===== config.mk =====
export PLATFORM = sky130hd
export DESIGN_NAME = bucketed_square_list
export DESIGN_NICKNAME = d
export VERILOG_FILES = /design/src/sv/bsl_pkg.sv /design/src/sv/bsl_ram.sv /design/src/sv/bsl_sq_map.sv /design/src/sv/bsl_count_file.sv /design/src/sv/bucketed_square_list.sv
export SDC_FILE = /design/constraint.sdc
export NUM_CORES = 2
export LEC_CHECK = 0
export BUFFER_PORTS_ARGS = -buffer_cell sky130_fd_sc_hd__buf_2
export CORE_MARGIN = 2
export CORE_UTILIZATION = 52
export CTS_CLUSTER_DIAMETER = 80
export CTS_CLUSTER_SIZE = 24
export DETAILED_ROUTE_END_ITERATION = 10
export GPL_ROUTABILITY_DRIVEN = 0
export HOLD_SLACK_MARGIN = 0.15
export PLACE_DENSITY = 0.67
export SETUP_SLACK_MARGIN = 0.15
export SYNTH_ARGS = -nofsm -noshare
export SYNTH_HDL_FRONTEND = slang
export SYNTH_SLANG_ARGS = --single-unit

===== constraint.sdc =====
create_clock -name i_clk -period 13.6 [get_ports i_clk]
set_input_delay 0.68 -clock i_clk [delete_from_list [all_inputs] [get_ports i_clk]]
set_output_delay 0.68 -clock i_clk [all_outputs]
set_load 0.02 [all_outputs]

===== src/sv/bsl_pkg.sv =====
package bsl_pkg;

    // Sizes of the board, the classes and the class lists
    localparam int NUM_SQUARES    = 64;
    localparam int NUM_CLASSES    = 12;
    localparam int CLASS_CAPACITY = 16;

    // Fixed field widths
    localparam int OP_W   = 3;
    localparam int CLS_W  = 4;
    localparam int SQ_W   = 6;
    localparam int STAT_W = 2;
    localparam int CNT_W  = 5;
    localparam int SLOT_W = 4;

    // Derived storage widths
    localparam int SQ_AW     = (NUM_SQUARES > 1) ? $clog2(NUM_SQUARES) : 1;
    localparam int CLS_AW    = (NUM_CLASSES > 1) ? $clog2(NUM_CLASSES) : 1;
    localparam int ENT_DEPTH = NUM_CLASSES * CLASS_CAPACITY;
    localparam int ENT_AW    = (ENT_DEPTH > 1) ? $clog2(ENT_DEPTH) : 1;

    // Operation codes
    localparam logic [OP_W-1:0] OP_CLEAR  = 3'd0;
    localparam logic [OP_W-1:0] OP_ADD    = 3'd1;
    localparam logic [OP_W-1:0] OP_REMOVE = 3'd2;
    localparam logic [OP_W-1:0] OP_MOVE   = 3'd3;
    localparam logic [OP_W-1:0] OP_CHANGE = 3'd4;

    // Status codes
    localparam logic [STAT_W-1:0] ST_OK       = 2'd0;
    localparam logic [STAT_W-1:0] ST_OCCUPIED = 2'd1;
    localparam logic [STAT_W-1:0] ST_EMPTY    = 2'd2;
    localparam logic [STAT_W-1:0] ST_FULL     = 2'd3;

    // Input word
    typedef struct packed {
        logic [OP_W-1:0]  operation;
        logic [CLS_W-1:0] piece_class;
        logic [SQ_W-1:0]  square;
        logic [SQ_W-1:0]  to_square;
    } t_in;

    // Result word
    typedef struct packed {
        logic [STAT_W-1:0] status;
        logic [CNT_W-1:0]  list_count;
        logic [SLOT_W-1:0] slot_index;
        logic [SQ_W-1:0]   relocated_square;
    } t_out;

    // One square map entry
    typedef struct packed {
        logic [CLS_W-1:0]  cls;
        logic [SLOT_W-1:0] slot;
    } t_sq_info;

    // Square map write
    typedef struct packed {
        logic             en;
        logic [SQ_AW-1:0] addr;
        t_sq_info         info;
    } t_sq_wr;

    // Occupancy update
    typedef struct packed {
        logic             clear;
        logic             set_en;
        logic [SQ_AW-1:0] set_addr;
        logic             clr_en;
        logic [SQ_AW-1:0] clr_addr;
    } t_occ_upd;

    // Class count write
    typedef struct packed {
        logic             clear;
        logic             en;
        logic [CLS_W-1:0] addr;
        logic [CNT_W-1:0] cnt;
    } t_cnt_wr;

    // Sequencer states
    typedef enum logic [2:0] {
        S_IDLE,
        S_LOOK,
        S_TAKE,
        S_PUT,
        S_OUT
    } t_state;

    // Flat address of one slot of one class list
    function automatic logic [ENT_AW-1:0] ent_addr(input logic [CLS_W-1:0]  cls,
                                                   input logic [SLOT_W-1:0] idx);
        return ENT_AW'(int'(cls) * CLASS_CAPACITY + int'(idx));
    endfunction

endpackage


===== src/sv/bsl_ram.sv =====
module bsl_ram #(
    parameter int WIDTH = 8,
    parameter int DEPTH = 64
) (
    input  logic                                     i_clk,
    input  logic                                     i_wr_en,
    input  logic [((DEPTH > 1) ? $clog2(DEPTH) : 1)-1:0] i_wr_addr,
    input  logic [WIDTH-1:0]                         i_wr_data,
    input  logic [((DEPTH > 1) ? $clog2(DEPTH) : 1)-1:0] i_rd_addr,
    output logic [WIDTH-1:0]                         o_rd_data
);

    logic [WIDTH-1:0] r_mem [DEPTH];
    logic [WIDTH-1:0] r_rd_data;

    // One write port, one registered read port
    always_ff @(posedge i_clk) begin
        if (i_wr_en) begin
            r_mem[i_wr_addr] <= i_wr_data;
        end
        r_rd_data <= r_mem[i_rd_addr];
    end

    assign o_rd_data = r_rd_data;

endmodule


===== src/sv/bsl_sq_map.sv =====
module bsl_sq_map
    import bsl_pkg::*;
(
    input  logic             i_clk,
    input  logic             i_rst_n,
    input  logic [SQ_AW-1:0] i_rd_addr,
    output t_sq_info         o_rd_info,
    input  t_sq_wr           i_wr,
    input  t_occ_upd         i_occ,
    input  logic [SQ_AW-1:0] i_look_a,
    input  logic [SQ_AW-1:0] i_look_b,
    output logic             o_occ_a,
    output logic             o_occ_b
);

    logic [NUM_SQUARES-1:0]     r_occ;
    logic                       r_rd_occ;
    logic [$bits(t_sq_info)-1:0] ram_rd;

    // Class and slot of each square
    bsl_ram #(
        .WIDTH ($bits(t_sq_info)),
        .DEPTH (NUM_SQUARES)
    ) u_map_ram (
        .i_clk     (i_clk),
        .i_wr_en   (i_wr.en),
        .i_wr_addr (i_wr.addr),
        .i_wr_data (i_wr.info),
        .i_rd_addr (i_rd_addr),
        .o_rd_data (ram_rd)
    );

    // Occupancy flags, cleared at once by reset or clear
    always_ff @(posedge i_clk) begin
        if (!i_rst_n || i_occ.clear) begin
            r_occ <= '0;
        end else begin
            for (int i = 0; i < NUM_SQUARES; i++) begin
                if (i_occ.clr_en && int'(i_occ.clr_addr) == i) begin
                    r_occ[i] <= 1'b0;
                end
                if (i_occ.set_en && int'(i_occ.set_addr) == i) begin
                    r_occ[i] <= 1'b1;
                end
            end
        end
    end

    // Flag follows the read so an empty square reads as zero
    always_ff @(posedge i_clk) begin
        r_rd_occ <= r_occ[i_rd_addr];
    end

    assign o_rd_info = r_rd_occ ? t_sq_info'(ram_rd) : '0;
    assign o_occ_a   = r_occ[i_look_a];
    assign o_occ_b   = r_occ[i_look_b];

endmodule


===== src/sv/bsl_count_file.sv =====
module bsl_count_file
    import bsl_pkg::*;
(
    input  logic             i_clk,
    input  logic             i_rst_n,
    input  logic [CLS_W-1:0] i_rd_addr,
    output logic [CNT_W-1:0] o_rd_cnt,
    input  t_cnt_wr          i_wr
);

    logic [CNT_W-1:0] r_cnt [NUM_CLASSES];

    // List lengths
    always_ff @(posedge i_clk) begin
        if (!i_rst_n || i_wr.clear) begin
            for (int i = 0; i < NUM_CLASSES; i++) begin
                r_cnt[i] <= '0;
            end
        end else if (i_wr.en && int'(i_wr.addr) < NUM_CLASSES) begin
            r_cnt[i_wr.addr[CLS_AW-1:0]] <= i_wr.cnt;
        end
    end

    // A class number beyond the number of classes reads as empty
    assign o_rd_cnt = (int'(i_rd_addr) < NUM_CLASSES) ? r_cnt[i_rd_addr[CLS_AW-1:0]] : '0;

endmodule


===== src/sv/bucketed_square_list.sv =====
// Per-class lists of occupied squares with a reverse map from square to class and slot.
// One word is worked at a time: o_in_ready is high only while the sequencer is idle.
// From acceptance, clear, add, move, errors and unused codes pass S_LOOK and S_OUT;
// remove adds S_TAKE and change adds S_TAKE and S_PUT. S_OUT holds while o_out is not
// free. The steps follow the square map RAM (registered read, then write back) and,
// for swap-remove, a read of the entry RAM for the last entry of the list. The result
// sits in an output register, so the next word is taken while a result still waits on
// o_out. Reset and clear empty all lists at once through occupancy flags and count
// registers; there is no clearing pass. Error results leave the state unchanged.
module bucketed_square_list
    import bsl_pkg::*;
(
    input  logic i_clk,
    input  logic i_rst_n,
    input  logic i_in_valid,
    output logic o_in_ready,
    input  t_in  i_in,
    output logic o_out_valid,
    input  logic i_out_ready,
    output t_out o_out
);

    t_state r_state, n_state;

    logic [OP_W-1:0]   r_op, n_op;
    logic [CLS_W-1:0]  r_cls, n_cls;
    logic [SQ_W-1:0]   r_sq, n_sq;
    logic [SQ_W-1:0]   r_to, n_to;
    logic              r_sq_rng, n_sq_rng;
    logic              r_sq_occ, n_sq_occ;
    logic              r_to_rng, n_to_rng;
    logic              r_to_occ, n_to_occ;
    logic [CNT_W-1:0]  r_cnt_cls, n_cnt_cls;
    logic [CLS_W-1:0]  r_old, n_old;
    logic [SLOT_W-1:0] r_idx, n_idx;
    logic [SLOT_W-1:0] r_last, n_last;
    t_out              r_res, n_res;
    logic              r_out_valid;
    t_out              r_out;

    // Storage ports
    logic [SQ_AW-1:0]  sq_rd_addr;
    t_sq_info          sq_rd;
    t_sq_wr            sq_wr;
    t_occ_upd          occ_upd;
    logic              occ_a, occ_b;
    logic [CLS_W-1:0]  cnt_rd_addr;
    logic [CNT_W-1:0]  cnt_rd;
    t_cnt_wr           cnt_wr;
    logic              ent_we;
    logic [ENT_AW-1:0] ent_wa;
    logic [SQ_W-1:0]   ent_wd;
    logic [ENT_AW-1:0] ent_ra;
    logic [SQ_W-1:0]   ent_rd;

    // Helpers
    logic              out_free;
    logic              cls_ok;
    logic [CNT_W-1:0]  cnt_dec;
    logic [SLOT_W-1:0] last_look;
    logic [CNT_W-1:0]  avail;
    logic              relocate;
    logic [SLOT_W-1:0] nidx;

    bsl_sq_map u_sq_map (
        .i_clk     (i_clk),
        .i_rst_n   (i_rst_n),
        .i_rd_addr (sq_rd_addr),
        .o_rd_info (sq_rd),
        .i_wr      (sq_wr),
        .i_occ     (occ_upd),
        .i_look_a  (i_in.square[SQ_AW-1:0]),
        .i_look_b  (i_in.to_square[SQ_AW-1:0]),
        .o_occ_a   (occ_a),
        .o_occ_b   (occ_b)
    );

    bsl_count_file u_counts (
        .i_clk     (i_clk),
        .i_rst_n   (i_rst_n),
        .i_rd_addr (cnt_rd_addr),
        .o_rd_cnt  (cnt_rd),
        .i_wr      (cnt_wr)
    );

    // List contents, all classes in one memory
    bsl_ram #(
        .WIDTH (SQ_W),
        .DEPTH (ENT_DEPTH)
    ) u_entries (
        .i_clk     (i_clk),
        .i_wr_en   (ent_we),
        .i_wr_addr (ent_wa),
        .i_wr_data (ent_wd),
        .i_rd_addr (ent_ra),
        .o_rd_data (ent_rd)
    );

    assign o_in_ready  = (r_state == S_IDLE);
    assign o_out_valid = r_out_valid;
    assign o_out       = r_out;
    assign out_free    = !r_out_valid || i_out_ready;

    // Read addresses: the incoming word while idle, the source class during lookup
    assign sq_rd_addr  = i_in.square[SQ_AW-1:0];
    assign cnt_rd_addr = (r_state == S_LOOK) ? sq_rd.cls : i_in.piece_class;

    assign cls_ok    = int'(r_cls) < NUM_CLASSES;
    assign cnt_dec   = cnt_rd - CNT_W'(1);
    assign last_look = cnt_dec[SLOT_W-1:0];
    assign ent_ra    = ent_addr(sq_rd.cls, last_look);
    assign avail     = (r_cls == sq_rd.cls) ? r_cnt_cls - CNT_W'(1) : r_cnt_cls;
    assign relocate  = (r_idx != r_last);
    assign nidx      = (r_cls == r_old) ? r_last : r_cnt_cls[SLOT_W-1:0];

    // State and working registers
    always_ff @(posedge i_clk) begin
        if (!i_rst_n) begin
            r_state <= S_IDLE;
        end else begin
            r_state <= n_state;
        end
    end

    always_ff @(posedge i_clk) begin
        r_op      <= n_op;
        r_cls     <= n_cls;
        r_sq      <= n_sq;
        r_to      <= n_to;
        r_sq_rng  <= n_sq_rng;
        r_sq_occ  <= n_sq_occ;
        r_to_rng  <= n_to_rng;
        r_to_occ  <= n_to_occ;
        r_cnt_cls <= n_cnt_cls;
        r_old     <= n_old;
        r_idx     <= n_idx;
        r_last    <= n_last;
        r_res     <= n_res;
    end

    // Output register
    always_ff @(posedge i_clk) begin
        if (!i_rst_n) begin
            r_out_valid <= 1'b0;
        end else if (r_state == S_OUT && out_free) begin
            r_out_valid <= 1'b1;
        end else if (i_out_ready) begin
            r_out_valid <= 1'b0;
        end
    end

    always_ff @(posedge i_clk) begin
        if (r_state == S_OUT && out_free) begin
            r_out <= r_res;
        end
    end

    // Sequencer: look up, check, then read-modify-write the lists and maps
    always_comb begin
        n_state   = r_state;
        n_op      = r_op;
        n_cls     = r_cls;
        n_sq      = r_sq;
        n_to      = r_to;
        n_sq_rng  = r_sq_rng;
        n_sq_occ  = r_sq_occ;
        n_to_rng  = r_to_rng;
        n_to_occ  = r_to_occ;
        n_cnt_cls = r_cnt_cls;
        n_old     = r_old;
        n_idx     = r_idx;
        n_last    = r_last;
        n_res     = r_res;

        ent_we      = 1'b0;
        ent_wa      = '0;
        ent_wd      = '0;
        sq_wr       = '0;
        occ_upd     = '0;
        cnt_wr      = '0;

        case (r_state)
            S_IDLE: begin
                if (i_in_valid) begin
                    n_op      = i_in.operation;
                    n_cls     = i_in.piece_class;
                    n_sq      = i_in.square;
                    n_to      = i_in.to_square;
                    n_sq_rng  = int'(i_in.square) < NUM_SQUARES;
                    n_sq_occ  = occ_a && (int'(i_in.square) < NUM_SQUARES);
                    n_to_rng  = int'(i_in.to_square) < NUM_SQUARES;
                    n_to_occ  = occ_b && (int'(i_in.to_square) < NUM_SQUARES);
                    n_cnt_cls = cnt_rd;
                    n_state   = S_LOOK;
                end
            end

            S_LOOK: begin
                n_old       = sq_rd.cls;
                n_idx       = sq_rd.slot;
                n_last      = last_look;
                n_res       = '0;
                n_state     = S_OUT;
                case (r_op)
                    OP_CLEAR: begin
                        occ_upd.clear = 1'b1;
                        cnt_wr.clear  = 1'b1;
                    end
                    OP_ADD: begin
                        n_res.list_count = r_cnt_cls;
                        if (!r_sq_rng || r_sq_occ) begin
                            n_res.status = ST_OCCUPIED;
                        end else if (!cls_ok || r_cnt_cls >= CNT_W'(CLASS_CAPACITY)) begin
                            n_res.status = ST_FULL;
                        end else begin
                            ent_we           = 1'b1;
                            ent_wa           = ent_addr(r_cls, r_cnt_cls[SLOT_W-1:0]);
                            ent_wd           = r_sq;
                            sq_wr.en         = 1'b1;
                            sq_wr.addr       = r_sq[SQ_AW-1:0];
                            sq_wr.info.cls   = r_cls;
                            sq_wr.info.slot  = r_cnt_cls[SLOT_W-1:0];
                            occ_upd.set_en   = 1'b1;
                            occ_upd.set_addr = r_sq[SQ_AW-1:0];
                            cnt_wr.en        = 1'b1;
                            cnt_wr.addr      = r_cls;
                            cnt_wr.cnt       = r_cnt_cls + CNT_W'(1);
                            n_res.list_count = r_cnt_cls + CNT_W'(1);
                            n_res.slot_index = r_cnt_cls[SLOT_W-1:0];
                        end
                    end
                    OP_REMOVE: begin
                        if (!r_sq_occ) begin
                            n_res.status = ST_EMPTY;
                        end else begin
                            n_state = S_TAKE;
                        end
                    end
                    OP_MOVE: begin
                        if (!r_sq_occ) begin
                            n_res.status = ST_EMPTY;
                        end else begin
                            n_res.list_count = cnt_rd;
                            if (!r_to_rng || r_to_occ) begin
                                n_res.status = ST_OCCUPIED;
                            end else begin
                                ent_we           = 1'b1;
                                ent_wa           = ent_addr(sq_rd.cls, sq_rd.slot);
                                ent_wd           = r_to;
                                sq_wr.en         = 1'b1;
                                sq_wr.addr       = r_to[SQ_AW-1:0];
                                sq_wr.info       = sq_rd;
                                occ_upd.set_en   = 1'b1;
                                occ_upd.set_addr = r_to[SQ_AW-1:0];
                                occ_upd.clr_en   = 1'b1;
                                occ_upd.clr_addr = r_sq[SQ_AW-1:0];
                                n_res.slot_index = sq_rd.slot;
                            end
                        end
                    end
                    OP_CHANGE: begin
                        if (!r_sq_occ) begin
                            n_res.status = ST_EMPTY;
                        end else begin
                            n_res.list_count = r_cnt_cls;
                            if (!r_to_rng || (r_to_occ && r_to != r_sq)) begin
                                n_res.status = ST_OCCUPIED;
                            end else if (!cls_ok || avail >= CNT_W'(CLASS_CAPACITY)) begin
                                n_res.status = ST_FULL;
                            end else begin
                                n_state = S_TAKE;
                            end
                        end
                    end
                    default: begin
                        n_res = '0;
                    end
                endcase
            end

            S_TAKE: begin
                // Last entry fills the freed slot
                if (relocate) begin
                    ent_we          = 1'b1;
                    ent_wa          = ent_addr(r_old, r_idx);
                    ent_wd          = ent_rd;
                    sq_wr.en        = 1'b1;
                    sq_wr.addr      = ent_rd[SQ_AW-1:0];
                    sq_wr.info.cls  = r_old;
                    sq_wr.info.slot = r_idx;
                end
                occ_upd.clr_en   = 1'b1;
                occ_upd.clr_addr = r_sq[SQ_AW-1:0];
                cnt_wr.en        = 1'b1;
                cnt_wr.addr      = r_old;
                cnt_wr.cnt       = CNT_W'(r_last);
                n_res.relocated_square = relocate ? ent_rd : '0;
                if (r_op == OP_REMOVE) begin
                    n_res.status     = ST_OK;
                    n_res.list_count = CNT_W'(r_last);
                    n_res.slot_index = r_idx;
                    n_state          = S_OUT;
                end else begin
                    n_state = S_PUT;
                end
            end

            S_PUT: begin
                // Append the destination under the new class
                ent_we           = 1'b1;
                ent_wa           = ent_addr(r_cls, nidx);
                ent_wd           = r_to;
                sq_wr.en         = 1'b1;
                sq_wr.addr       = r_to[SQ_AW-1:0];
                sq_wr.info.cls   = r_cls;
                sq_wr.info.slot  = nidx;
                occ_upd.set_en   = 1'b1;
                occ_upd.set_addr = r_to[SQ_AW-1:0];
                cnt_wr.en        = 1'b1;
                cnt_wr.addr      = r_cls;
                cnt_wr.cnt       = CNT_W'(nidx) + CNT_W'(1);
                n_res.status     = ST_OK;
                n_res.list_count = CNT_W'(nidx) + CNT_W'(1);
                n_res.slot_index = nidx;
                n_state          = S_OUT;
            end

            S_OUT: begin
                if (out_free) begin
                    n_state = S_IDLE;
                end
            end

            default: begin
                n_state = S_IDLE;
            end
        endcase
    end

    // Checks
    a_put_after_take: assert property (@(posedge i_clk) disable iff (!i_rst_n)
        (r_state == S_PUT) |-> ($past(r_state) == S_TAKE))
        else $error("append step not preceded by swap-remove");

    a_take_occupied: assert property (@(posedge i_clk) disable iff (!i_rst_n)
        (r_state == S_TAKE) |-> r_sq_occ)
        else $error("swap-remove of an empty square");

    a_count_bound: assert property (@(posedge i_clk) disable iff (!i_rst_n)
        cnt_wr.en |-> (cnt_wr.cnt <= CNT_W'(CLASS_CAPACITY)))
        else $error("class count beyond capacity");

    a_occ_disjoint: assert property (@(posedge i_clk) disable iff (!i_rst_n)
        (occ_upd.set_en && occ_upd.clr_en) |-> (occ_upd.set_addr != occ_upd.clr_addr))
        else $error("square set and cleared in one cycle");

endmodule

==> results.toml <==
[die]
core_sq_um = 146000
die-width_um = 388
ios = 42
start_util_pct = 52.5
dieArea_sq_um = 151000
dieHeight_um = 388
num_rows = 140

[critical_path]
worstSetupEndpointType = "flip-flop"
cp-startpoint = "u_sq_map.r_rd_occ"
crit_required_ns = 14.29
rr_endpoint = "u_entries.o_rd_data[1]"
critical_path_class = "reg2reg"
crit_family = "buffers and inverters"
cpMostUsedCell = "buf_4"
crit_chain = "nand2_1, inv_2, mux2i_4, mux2i_1, o22a_2, buf_4, o31ai_4, buf_4, inv_16, ha_4, a21oi_1, a32oi_1, and2_2, buf_4, inv_2, buf_4, nor2_2, a22oi_1, a31o_2, a21oi_1, nor3_1, o211ai_1"
r2r-start = "u_sq_map.r_rd_occ"
cp.depth = 22
rr_worst_depth = 22
startpoint_type = "flip-flop"
crit_end = "u_entries.o_rd_data[1]"
arrival_ns = 9.73
r2r_setup_slack_ns = 4.56
slowest_delay_ns = 1.17
critPathMaxFanout = 100
cp_num_buf_inv = 7
crit_slowest_cell = "nor2_2"

[routing]
wl_per_cell_um = 29.0
drtPass1Iterations = 6
drt_iter0_drc = 6109
via_per_inst = 6.54
drc = 0
num_vias = 42600
wl_mm = 189
antenna_left = 0

[run_status]
status = "finished clean"

[synthesis]
synthSimpleGateAreaFrac_pct = 7.66
synth_area_sq_um = 76800
synth_compound_gate_area_share_pct = 4.75
muxShareOfSynthArea_pct = 12.9
synth-adder-area-share_pct = 0.0978
seq_area_frac_synth_pct = 72.4
synthFlopType = "edfxtp_1"
ys_seq_elements = 1879
yosysTopAreaCell = "edfxtp_1"
yosysWarnings = 0
synthXorXnorAreaFrac_pct = 0.261
synth_edf_count = 1796
synthTopCellsByCount = "edfxtp_1, nand2_1, mux4_2"
synth.top_cell.area_share_pct = 70.3
netlist_instances = 4626
synthTopCellsByArea = "edfxtp_1, mux4_2, nand2_1"
syn_avg_cell_area_sq_um = 16.6
synthesis.nets = 4655
synth_top_family_by_area = "multiplexers"
yosysMostFrequentCell = "edfxtp_1"
ys_types = 78
synthArstFlopShare_pct = 0

[timing]
slew_viol_final = 0
rsz0062_at_grt = "no"
slew_headroom_pct = 4.85
period_share_pct = 66.5
tightest_slew_ns = 1.43
finalHoldViolCount = 0
setup-violations-final = 0
fin_worst_skew_ns = 0.0476
min_period_ns = 9.04
tns_ns = 0
fmax_mhz = 111

[cts]
clock_sinks = 1879
postCtsSetupBuffers = 0
worstSkewPairLatency_ns = 0.76
htree_num_levels = 3
cts-hold-fix-buffers = 7
cts_tree = "built"
cts_buffer_depth = 3
numCtsBuffers = 94
cts-resized-gates = 0
clk_pin_slew_ns = 0.09
cts_root_buf = "clkbuf_16"

[power_and_ir_drop]
power_leakage_nw = 23.3
ir_drop_mv = 0.120
power.density_nw_per_um2 = 135

[placed_design]
portBuffers = 41
place.detailed.hpwl_mm = 117
place_inst = 6357

[global_route]
grt-ovfl-total = 0
grt_pass1_wl_mm = 280
grt_usage_pct = 24.9
grt_max_degree = 116
grt_pass1_vias = 41000
antenna_found_initial = 2

[final_layout]
area_delta_synth_final_pct = 6.65
fin_cells = 6521
nets = 4572
fillers = 11100
layout-drive-gt1-share_pct = 14.9

[flow_run]
maxCapViolations = 0

[min_path]
min_from = "i_in[3]"
min_path_type = "in2reg"
-- routing by layer --
metal	share of wire (%)	wire [um]	track usage, %	vias to the layer above
met5	0	0	0	-
met4	3.2	6040	7.07	0
met3	8.8	16600	4.12	296
met2	48	90200	39.3	2143
met1	40	76400	36.2	22100
li1	-	-	-	18000
-- how the worst min path moves through the flow --
| stage | endpoint | slack [ns] | depth (start not counted) |
|---|---|---|---|
| floorplan | o_out[0] | 0.40 | 0 |
| global placement | o_out[13] | 0.41 | 0 |
| detailed placement | o_out[12] | 0.40 | 0 |
| CTS | r_to[3] | 0.16 | 1 |
| global route | r_cls[0] | 0.17 | 1 |
| finish | r_to[3] | 0.21 | 1 |
-- stage by stage --
step / worst slack (ns) / utilization (%) / hold slack (ns) / total power [mW] / instance area [sq um]
global placement: 4.81 / 54.0 / 0.408 / 7.85 / 78800
detailed placement: 4.69 / 54.0 / 0.405 / 7.86 / 78800
floorplan: 7.56 / - / 0.400 / 7.41 / 76800
global route: 4.28 / 56.0 / 0.169 / 11.3 / 81900
CTS: 4.68 / 56.0 / 0.162 / 11.0 / 81900
finish: 4.56 / 56.0 / 0.208 / 11.0 / 81900
-- logic make-up (layout without fill, tap and decap cells) --
| family | count (synthesis) | in the layout |
|---|---|---|
| flip-flops | 1879 | 1879 |
| AND/OR/NAND/NOR | 1349 | 1349 |
| AO/OA/AOI/OAI | 556 | 556 |
| multiplexers | 491 | 491 |
| buffers and inverters | 323 | 300 |
| XOR/XNOR | 22 | 22 |
| adder cells (fa/ha/maj) | 6 | 6 |
| other | 0 | 1 |
-- where the power goes --
| group | internal (mW) | total [mW] | switching [mW] | leakage, nW |
|---|---|---|---|---|
| sequential | 6.28 | 6.32 | 0.0409 | 14.9 |
| combinational | 0.493 | 1.42 | 0.930 | 6.93 |
| clock | 1.44 | 3.27 | 1.83 | 1.44 |
| total | 8.22 | 11.0 | 2.80 | 23.3 |
-- registers in the layout, indices dropped and copies added, names as in the netlist, 5 cells and up --
signal and flops:
o_out 17, r_cnt_cls 5, r_res 17, r_sq 6, r_to 6, u_counts.r_cnt 60, u_entries.o_rd_data 6, u_entries.r_mem 1152
u_sq_map.r_occ 64, u_sq_map.u_map_ram.o_rd_data 8, u_sq_map.u_map_ram.r_mem 512
-- cell usage in the layout, fill, tap and decap left out, drive strengths merged, types with 15 or more instances in the layout --
cell | Yosys | final
and3 | 63 | 63
mux2i | 88 | 88
mux4 | 399 | 399
a311oi | 18 | 18
a31oi | 49 | 49
and2 | 25 | 25
nor3 | 96 | 96
nor2b | 17 | 17
nand2 | 524 | 524
buf | 95 | 113
a2111oi | 15 | 15
a21oi | 152 | 152
nor4 | 37 | 37
clkbuf | 204 | 128
clkinv | 1 | 18
a22oi | 54 | 54
o21ai | 111 | 111
nand4 | 32 | 32
inv | 23 | 29
nor2 | 400 | 400
dfxtp | 83 | 83
edfxtp | 1796 | 1796
a211oi | 31 | 31
nand3 | 127 | 127
-- final cells by class --
type | instances | area [sq um] | share of cell area, %
inverter | 24 | 136 | 0.167
tap | 1917 | 2400 | 2.93
clock buffer | 128 | 2560 | 3.13
multi-input combinational | 2424 | 19900 | 24.3
clock inverter | 28 | 415 | 0.507
sequential | 1879 | 55600 | 67.9
antenna | 1 | 2.50 | 0.00306
timing repair buffer | 120 | 870 | 1.06
(Power assumes the default switching activity.)
